$ cat config.mk
export PLATFORM = sky130hd
export DESIGN_NAME = imma_mac
export DESIGN_NICKNAME = d
export VERILOG_FILES = /design/src/design/integer_matrix_multiply_accumulate_unit_defines.svh /design/src/design/imma_pkg.sv /design/src/design/imma_mac.sv
export SDC_FILE = /design/constraint.sdc
export NUM_CORES = 1
export LEC_CHECK = 0
export ABC_AREA = 1
export ABC_CLOCK_PERIOD_IN_PS = 10700
export BUFFER_PORTS_ARGS = -buffer_cell sky130_fd_sc_hd__buf_2
export CORE_ASPECT_RATIO = 1.75
export CORE_MARGIN = 3
export CORE_UTILIZATION = 55
export CTS_BUF_LIST = sky130_fd_sc_hd__clkbuf_4
export DETAILED_ROUTE_END_ITERATION = 12
export GPL_TIMING_DRIVEN = 0
export PLACE_DENSITY = 0.79
export SLEW_MARGIN = 20
export SYNTH_ARGS = -nofsm -noshare
export SYNTH_HDL_FRONTEND = slang
export SYNTH_SLANG_ARGS = --single-unit
$ cat constraint.sdc
create_clock -name i_clk -period 10.7 [get_ports i_clk]
set_input_delay 2.14 -clock i_clk [delete_from_list [all_inputs] [get_ports i_clk]]
set_output_delay 2.14 -clock i_clk [all_outputs]
set_load 0.02 [all_outputs]
$ cat src/design/integer_matrix_multiply_accumulate_unit_defines.svh
// Assertion macros shared by the RTL files.
`ifndef INTEGER_MATRIX_MULTIPLY_ACCUMULATE_UNIT_DEFINES_SVH
`define INTEGER_MATRIX_MULTIPLY_ACCUMULATE_UNIT_DEFINES_SVH
`ifndef SYNTHESIS
// property must hold at every clock edge out of reset
`define IMMA_ASSERT(lbl, clk, rst_n, prop, msg) \
    lbl: assert property (@(posedge clk) disable iff (!rst_n) prop) else $error(msg);
// condition must never be true out of reset
`define IMMA_ASSERT_NEVER(lbl, clk, rst_n, cond, msg) \
    lbl: assert property (@(posedge clk) disable iff (!rst_n) !(cond)) else $error(msg);
`else
`define IMMA_ASSERT(lbl, clk, rst_n, prop, msg)
`define IMMA_ASSERT_NEVER(lbl, clk, rst_n, cond, msg)
`endif
`endif

$ cat src/design/imma_pkg.sv
package imma_pkg;

    localparam int MAX_DIM_DEF = 32;
    localparam int VAL_W       = 32;
    localparam int REG_W       = 6;
    localparam int IDX_W       = 5;
    localparam int KIND_W      = 3;
    localparam int CFG_IDX_W   = 2;

    localparam logic [REG_W-1:0] REG_RESET = REG_W'(32);

    localparam logic STATUS_OK      = 1'b0;
    localparam logic STATUS_IGNORED = 1'b1;

    typedef enum logic [KIND_W-1:0] {
        KIND_LOAD_A  = 3'd0,
        KIND_LOAD_B  = 3'd1,
        KIND_LOAD_C  = 3'd2,
        KIND_COMPUTE = 3'd3,
        KIND_READ_C  = 3'd4
    } t_kind;

    typedef enum logic [CFG_IDX_W-1:0] {
        CFG_ROWS  = 2'd0,
        CFG_COLS  = 2'd1,
        CFG_INNER = 2'd2
    } t_cfg_idx;

    typedef enum logic [2:0] {
        ST_IDLE,
        ST_CRD,
        ST_MAC,
        ST_DRN0,
        ST_DRN1,
        ST_WB
    } t_state;

    // sequencer controls seen by the MAC unit and the top level
    typedef struct packed {
        logic busy;
        logic c_rd;
        logic ab_rd;
        logic c_wr;
        logic done;
    } t_seq_ctl;

endpackage

$ cat src/design/imma_mac.sv
module imma_mac (
    input  logic                           i_clk,
    input  logic                           i_rst_n,
    input  imma_pkg::t_seq_ctl             i_ctl,
    input  logic [imma_pkg::VAL_W-1:0]     i_a,
    input  logic [imma_pkg::VAL_W-1:0]     i_b,
    input  logic [imma_pkg::VAL_W-1:0]     i_c,
    output logic [imma_pkg::VAL_W-1:0]     o_acc
);
    import imma_pkg::*;

    logic               r_c_ld;
    logic               r_ab_vld;
    logic               r_prod_vld;
    logic [VAL_W-1:0]   r_prod;
    logic [VAL_W-1:0]   r_acc;
    logic [2*VAL_W-1:0] full_prod;

    // memory read data is registered: align valids with the read data
    always_ff @(posedge i_clk) begin
        if (!i_rst_n) begin
            r_c_ld     <= 1'b0;
            r_ab_vld   <= 1'b0;
            r_prod_vld <= 1'b0;
        end else begin
            r_c_ld     <= i_ctl.c_rd;
            r_ab_vld   <= i_ctl.ab_rd;
            r_prod_vld <= r_ab_vld;
        end
    end

    assign full_prod = i_a * i_b;

    always_ff @(posedge i_clk) begin
        if (r_ab_vld) begin
            r_prod <= full_prod[VAL_W-1:0];
        end
        if (r_c_ld) begin
            r_acc <= i_c;
        end else if (r_prod_vld) begin
            r_acc <= r_acc + r_prod;
        end
    end

    assign o_acc = r_acc;

endmodule

Word level (Yosys, flattened, before mapping)
Index checks and enable logic that the tools add are counted.
{"block": "classes", "add_sub_neg": 1, "n_mul": 1, "div_mod_pow": 0, "magnitude_cmp": 0, "eq_ne": 0, "shifts": 0, "mux": 2, "n_bitwise": 0, "n_reduce_logical": 1}
{"op": "$mux 32", "n": 2}
{"op": "$add 32x32->32", "n": 1}
{"op": "$mul 32x32->32", "n": 1}
{"op": "$reduce_bool 2->1", "n": 1}
{"block": "totals", "register_bits": 67, "latch_bits": 0, "ramBits": 0, "romBits": 0, "input_bits": 103, "out_inout_bits": 32, "word_cells": 10, "memories": 0}

Depth between registers and ports, before layout
Gate-level depths: netlist of run 1.
{"block": "logic_depth", "word_depth": 3, "ltp_mapped": 33}

Worst setup path after synthesis of run 1
Ideal clock, no wire load.
{"block": "synth_path", "kind": "input to register", "startpoint": "in i_b[2] (netlist bit)", "endpoint": "reg r_prod[26] (data pin)", "setup_time_ps": 264, "t_arrival_ps": 8132, "required_ps": 10436, "path_slack_ps": 2304, "stages": 23, "n_path_buf": 2, "path_cell_list": "clkbuf_1 > clkbuf_1 > nand2_1 > fa_1 > fa_1 > fa_1 > fa_1 > inv_1 > fa_1 > inv_1 > fa_1 > fa_1 > fa_1 > inv_1 > ha_1 > nand4_1 > nor3_1 > nand4_1 > nand3_1 > nand3_1 > nand2_1 > a31oi_1 > xor2_1"}
{"block": "synth_between", "elab_chain_len": 1}
{"element": "from (decl)", "line": "imma_mac.sv:6", "source": "input logic [imma_pkg::VAL_W-1:0] i_b,"}
{"element": "$mul 32x32->32", "line": "imma_mac.sv:32", "source": "assign full_prod = i_a * i_b;"}
{"element": "named net full_prod[26]", "line": "imma_mac.sv:17", "source": "logic [2*VAL_W-1:0] full_prod;"}
{"element": "to (signal assigned)", "line": "imma_mac.sv:36", "source": "r_prod <= full_prod[VAL_W-1:0];"}
{"element": "to (decl)", "line": "imma_mac.sv:15", "source": "logic [VAL_W-1:0] r_prod;"}
The timed path passes the listed nets, and every way through them passes these cells.
A chain may end at the register's enable or synchronous reset.

Worst setup path after layout of run 1
{"block": "layout_path", "startpoint": "in i_b[3] (netlist bit)", "endpoint": "reg r_prod[26] (data pin)"}
The elaborated chain is that of the path after synthesis.

==> impl_metrics.csv, run 1 <==
group,metric,value,unit
global_routing,grt.total_usage,37.9,%
yosys,synth-async-reset-ratio,0,%
floorplan,die_w,153,um
timing,tightest_slew,1.14,ns
drt,drt-wirelength-per-cell,22.7,um
worst_setup_path,cp_cell_sequence,"buf_2 -> clkbuf_1 -> buf_1 -> nand2_1 -> fa_1 -> fa_1 -> fa_1 -> fa_1 -> inv_1 -> fa_1 -> inv_1 -> fa_1 -> fa_1 -> fa_1 -> inv_1 -> ha_1 -> a21oi_1 -> o21ai_0 -> a21oi_1 -> nand3_1 -> nand3_1 -> nand2_1 -> a31oi_1 -> xor2_1",
clocking,cts_tree,"built",
finish,postLayoutCellArea,0.0221,sq mm
placed_design,hpwl,64600,um
clocking,clk_latency,0.48,ns
yosys,synthCells,2726,
timing,hold_viol_final,0,
floorplan,fp.dieH,263,um
yosys,synth_edf_count,64,
finish,fill_cells,3486,
global_routing,overflow,0,
clocking,cts-resized-gates,0,
drt,drt_wl_total,75500,um
yosys,synth_cell_type_count,43,
global_routing,grt_pass1_vias,19900,
drt,drcViolationCount,0,
timing,slew_violations,0,
global_routing,grt_pass1_wl,113000,um
worst_setup_path,crit_path_start_kind,"input port",
finish,multi_input_area,0.0155,sq mm
placed_design,port_buffers,106,
clocking,clk_path_buf_depth,2,
finish,layout.nets,3509,
finish,layout-drive-gt1-share,6.36,%
timing,max_freq,98.6,MHz
finish,register_area,0.00198,sq mm
timing,fin_skew,0.0125,ns
worst_setup_path,path_common_cell,"fa_1",
worst_setup_path,end_kind,"flip-flop",
drt,drtIter0Drc,1184,
yosys,synthSimpleGateAreaFrac,19.5,%
finish,syn2layout_area_growth,6.13,%
floorplan,fp.coreArea,0.0370,sq mm
floorplan,row_count,93,
timing,setup_viol,0,
worst_setup_path,crit_path_max_fanout,10,
clocking,cts-hold-fix-buffers,0,
floorplan,initial_core_util,56.2,%
floorplan,dieArea,0.0402,sq mm
yosys,synth_top_flop_cell,"edfxtp_1",
clocking,post_cts_buffers,0,
timing,fin_crit_sh,94.8,%
run,cap_viol_max_count,0,
clocking,cts-root-buf,"clkbuf_4",
worst_setup_path,slowest_delay,0.84,ns
drt,antenna_left,0,
worst_setup_path,path_class,"input port to flip-flop",
drt,dr.pass1.iters,5,
worst_setup_path,cp_data_required_time,10.96,ns
timing,rsz0062_at_grt,"false",
worst_setup_path,cpMaxStageDelayCell,"clkbuf_1",
yosys,synth_top_area_cell,"fa_1",
drt,routed_via_density,5.49,
clocking,cts_sinks,67,
status,status,"finished, final reports clean",
clocking,h-tree-depth,3,
placed_design,placed_area,0.0219,sq mm
yosys,seq_area_frac_synth,9.54,%
drt,route.vias.total,18300,
yosys,synthMuxAreaShare,0,%
yosys,yosysTopAreaCellShare,39.4,%
clocking,cts-buffers-inserted,9,
min_path,hold_path_class,"flip-flop to flip-flop",
yosys,synthXorXnorAreaFrac,1.98,%
global_routing,grt_max_degree,34,
yosys,syn_area_per_cell,7.62,sq um
yosys,synthAdderAreaFrac,48.7,%
yosys,synth-compound-area-share,4.25,%
timing,layout_min_cycle_time,10.14,ns
clocking,clk_pin_slew,0.12,ns
yosys,syn_area,0.0208,sq mm
timing,slew_headroom,24.1,%
yosys,ys_top_cells_by_area,"fa_1 39%, nand2_1 15%, inv_1 14%, ha_1 9.3%, edfxtp_1 9.2%",
floorplan,io-pin-count,135,
worst_setup_path,critical_path_arrival,10.40,ns
yosys,synth_top_family_by_area,"adder cells",
yosys,yosys_warnings,0,
placed_design,gp_congestion,1.02,
yosys,synth-seq-cells,67,
timing,setup_tns,0,ns
yosys,syn_nets,3392,
global_routing,antenna_found_initial,1,
## through the flow
| stage | worst slack (ns) | hold WS [ns] | std cells | utilization, % |
|---|---|---|---|---|
| floorplan | 2.30 | 0.599 | 2726 | - |
| global placement | 0.393 | 0.626 | 3307 | 59.2 |
| detailed placement | 0.244 | 0.645 | 3307 | 59.2 |
| CTS | 0.783 | 0.682 | 3323 | 59.6 |
| global route | 0.427 | 0.735 | 3324 | 59.6 |
| finish | 0.560 | 0.672 | 3324 | 59.6 |
## cell usage in the layout (no fill, tap or decap), types with 6 or more instances in the layout
cell,Yosys,routed
a21o_1,8,8
a21oi_1,75,75
a31oi_1,8,8
buf_1,11,11
buf_2,16,122
clkbuf_1,77,77
clkbuf_4,0,9
edfxtp_1,64,64
fa_1,409,409
ha_1,154,154
inv_1,759,759
inv_2,6,6
nand2_1,824,824
nand2_2,7,7
nand3_1,72,72
nand3b_1,6,6
nand4_1,10,10
nor2_1,58,58
nor3_1,10,10
o21ai_0,43,43
or2_2,18,18
xnor2_1,23,23
xor2_1,24,24
## final timing paths
path	from	to	slack, ns	cells after the start
setup / recovery	i_b[3]	r_prod[26]	0.56	24
hold / removal	r_prod[0]	o_acc[0]	0.67	3
setup reg to reg	o_acc[0]	o_acc[26]	7.65	15
hold reg to reg	r_prod[0]	o_acc[0]	0.67	3
## metal layers
layer  up-vias  GRT usage [%]  wire [um]
met5         -              0          0
met4         0           37.1       9920
met3       391           4.79       4650
met2       924           71.0      39700
met1      8834           33.6      21300
li1       8109              -          -
## sequential cells by signal (all words and copies together) (netlist names)
name,flops
o_acc,32
r_ab_vld,1
r_c_ld,1
r_prod,32
r_prod_vld,1
## cell families (layout without fill, tap and decap cells)
family | Yosys count | after routing
simple gates | 1015 | 1015
buf+inv | 877 | 999
fa+ha+maj | 563 | 563
compound gates | 157 | 157
flops | 67 | 67
xor+xnor | 47 | 47
other cells | 0 | 1
## cell type report
type                            count  share of cell area, %
Inverter                          766                   13.0
Clock inverter                      7                  0.352
Sequential cell                    67                   8.99
Antenna cell                        1                 0.0113
Multi-Input combinational cell   1782                   70.1
Buffer                            111                   2.11
Timing Repair Buffer              106                   2.41
Tap cell                          475                   2.70
Clock buffer                        9                  0.306
## worst max-delay path, delay by kind of cell
kind                     cells  cell delay [ns]
adder cells (fa/ha/maj)      9             4.45
buffers and inverters        6             1.91
AO/OA/AOI/OAI                4             1.04
AND/OR/NAND/NOR              4             0.51
XOR/XNOR                     1             0.35
## cells in the mapped netlist, types with 23 or more instances
| master | count |
|---|---|
| clkbuf_1 | 77 |
| nand2_1 | 824 |
| inv_1 | 759 |
| fa_1 | 409 |
| xor2_1 | 24 |
| ha_1 | 154 |
| nor2_1 | 58 |
| edfxtp_1 | 64 |
| o21ai_0 | 43 |
| nand3_1 | 72 |
| a21oi_1 | 75 |
| xnor2_1 | 23 |
Power of run 1 is not shown: default switching activity piles up to over one toggle a cycle in this logic, so the estimate is an artifact.
==> run 2, diff against run 1 <==
--- a/config.mk
+++ b/config.mk
@@ -11,7 +11,7 @@
 export CORE_ASPECT_RATIO = 1.75
 export CORE_MARGIN = 3
 export CORE_UTILIZATION = 55
-export CTS_BUF_LIST = sky130_fd_sc_hd__clkbuf_4
+export CTS_BUF_LIST = sky130_fd_sc_hd__clkbuf_4 sky130_fd_sc_hd__clkbuf_8 sky130_fd_sc_hd__clkbuf_16
 export DETAILED_ROUTE_END_ITERATION = 12
 export GPL_TIMING_DRIVEN = 0
 export PLACE_DENSITY = 0.79
==> impl_metrics.csv, run 2 (synthesized netlist as in run 1, its figures left out) <==
group,metric,value,unit
status,status,"finished, final reports clean",
timing,hold_viol_final,0,
worst_setup_path,critical_path_arrival,10.42,ns
floorplan,fp.coreArea,0.0370,sq mm
drt,drt-wirelength-per-cell,22.9,um
worst_setup_path,slowest_delay,0.89,ns
min_path,hp-start,"r_prod[0]",
global_routing,use_met2,70.8,%
timing,tightest_slew,1.14,ns
clocking,clk_pin_slew,0.06,ns
clocking,h-tree-depth,3,
min_path,whs_endpoint,"o_acc[0]",
finish,layout-drive-gt1-share,6.36,%
worst_setup_path,end_kind,"flip-flop",
timing,setup_viol,0,
timing,rsz0062_at_grt,"false",
worst_setup_path,cp_num_buf_inv,6,
finish,final_common_cell,"nand2_1",
timing,max_freq,97.2,MHz
drt,route.vias.total,18100,
global_routing,grt.met1_usage,33.7,%
timing,setup_tns,0,ns
global_routing,grt-busiest-layer,"met2",
drt,routed_via_density,5.46,
clocking,cts_tree,"built",
min_path,hold_path_class,"flip-flop to flip-flop",
worst_setup_path,setup.worst_path.start,"i_b[2]",
min_path,hold_depth,3,
placed_design,gp_congestion,1.02,
clocking,cts-buffers-inserted,9,
global_routing,grt_max_degree,34,
clocking,cts-resized-gates,0,
worst_setup_path,path_common_cell,"fa_1",
drt,drtIter0Drc,1259,
finish,syn2layout_area_growth,6.88,%
clocking,clk_latency,0.35,ns
worst_setup_path,cpMaxStageDelayCell,"clkbuf_1",
clocking,clk_path_buf_depth,2,
finish,antenna_cells,0,
finish,layout.nets,3509,
global_routing,grt_pass1_vias,19900,
clocking,cts_sinks,67,
worst_setup_path,crit_path_max_fanout,10,
drt,antenna_left,0,
floorplan,die_w,153,um
timing,layout_min_cycle_time,10.29,ns
floorplan,io-pin-count,135,
timing,fin_skew,0.00480,ns
floorplan,row_count,93,
placed_design,hpwl,64600,um
clocking,post_cts_buffers,0,
floorplan,fp.dieH,263,um
global_routing,grt_pass1_wl,113000,um
drt,drt_wl_total,76000,um
global_routing,antenna_found_initial,0,
worst_setup_path,reg2reg_slack,7.60,ns
global_routing,grt.total_usage,38.1,%
drt,drcViolationCount,0,
placed_design,port_buffers,106,
run,cap_viol_max_count,0,
timing,slew_violations,0,
worst_setup_path,path_class,"input port to flip-flop",
clocking,cts-root-buf,"clkbuf_16",
worst_setup_path,crit_family,"adder cells",
floorplan,initial_core_util,56.2,%
worst_setup_path,worstRegToRegCells,15,
worst_setup_path,cp_cell_sequence,"buf_2 -> clkbuf_1 -> clkbuf_1 -> nand2_1 -> fa_1 -> fa_1 -> fa_1 -> fa_1 -> inv_1 -> fa_1 -> inv_1 -> fa_1 -> fa_1 -> fa_1 -> inv_1 -> ha_1 -> a21oi_1 -> o21ai_0 -> a21oi_1 -> nand3_1 -> nand3_1 -> nand2_1 -> a31oi_1 -> xor2_1",
floorplan,dieArea,0.0402,sq mm
worst_setup_path,cp_data_required_time,10.83,ns
worst_setup_path,crit_path_start_kind,"input port",
finish,layout_common_cells,"824 x nand2_1, 759 x inv_1, 409 x fa_1",
timing,slew_headroom,23.7,%
global_routing,use_met3,5.12,%
worst_setup_path,rr_endpoint,"o_acc[26]",
worst_setup_path,crit-reg2reg-launch,"o_acc[0]",
drt,dr.pass1.iters,8,
clocking,cts-hold-fix-buffers,0,
timing,fin_crit_sh,96.2,%
global_routing,overflow,0,
[run 2: area by class of cell]
| type | count | area (sq um) |
|---|---|---|
| multi-input cells | 1782 | 15500 |
| fillers | 3473 | 14800 |
| inverters | 766 | 2880 |
| flip-flops and latches | 67 | 1980 |
| well taps | 475 | 594 |
| repair buffers | 106 | 531 |
| plain buffers | 111 | 464 |
| clock buffers | 9 | 225 |
| clock inverters | 7 | 77.6 |
[run 2: worst max-delay path by stage]
stage / end / slack [ns] / depth (start not counted)
6_report: r_prod[26] / 0.41 / 24
3_5_place_dp: r_prod[26] / 0.24 / 24
3_3_place_gp: r_prod[26] / 0.39 / 24
2_1_floorplan: r_prod[26] / 2.30 / 23
5_1_grt: r_prod[29] / 0.22 / 26
4_1_cts: r_prod[26] / 0.62 / 24
[run 2: worst register-to-register path, delay by kind of cell (launching register included)]
family	cells	cell delay [ns]
buffers and inverters	2	0.16
AOI/OAI and AO/OA	2	0.57
DFF	1	0.35
adders and majority gates	2	0.56
and+or+nand+nor	9	1.21
[run 2: per-stage QoR]
| step | utilization (%) | worst slack [ns] | hold slack [ns] | area (sq um) | std cells |
|---|---|---|---|---|---|
| finish | 60.0 | 0.407 | 0.665 | 22200 | 3323 |
| global route | 60.0 | 0.225 | 0.719 | 22200 | 3323 |
| CTS | 60.0 | 0.615 | 0.662 | 22200 | 3323 |
| detailed placement | 59.2 | 0.244 | 0.645 | 21900 | 3307 |
| global placement | 59.2 | 0.393 | 0.626 | 21900 | 3307 |
| floorplan | - | 2.30 | 0.599 | 20800 | 2726 |
[run 2: metal layers]
| layer | wire [um] | part of all wire (%) |
|---|---|---|
| met5 | 0 | 0 |
| met4 | 10100 | 13 |
| met3 | 4750 | 6.3 |
| met2 | 39600 | 52 |
| met1 | 21500 | 28 |
Power of run 2 is left out for the same reason.
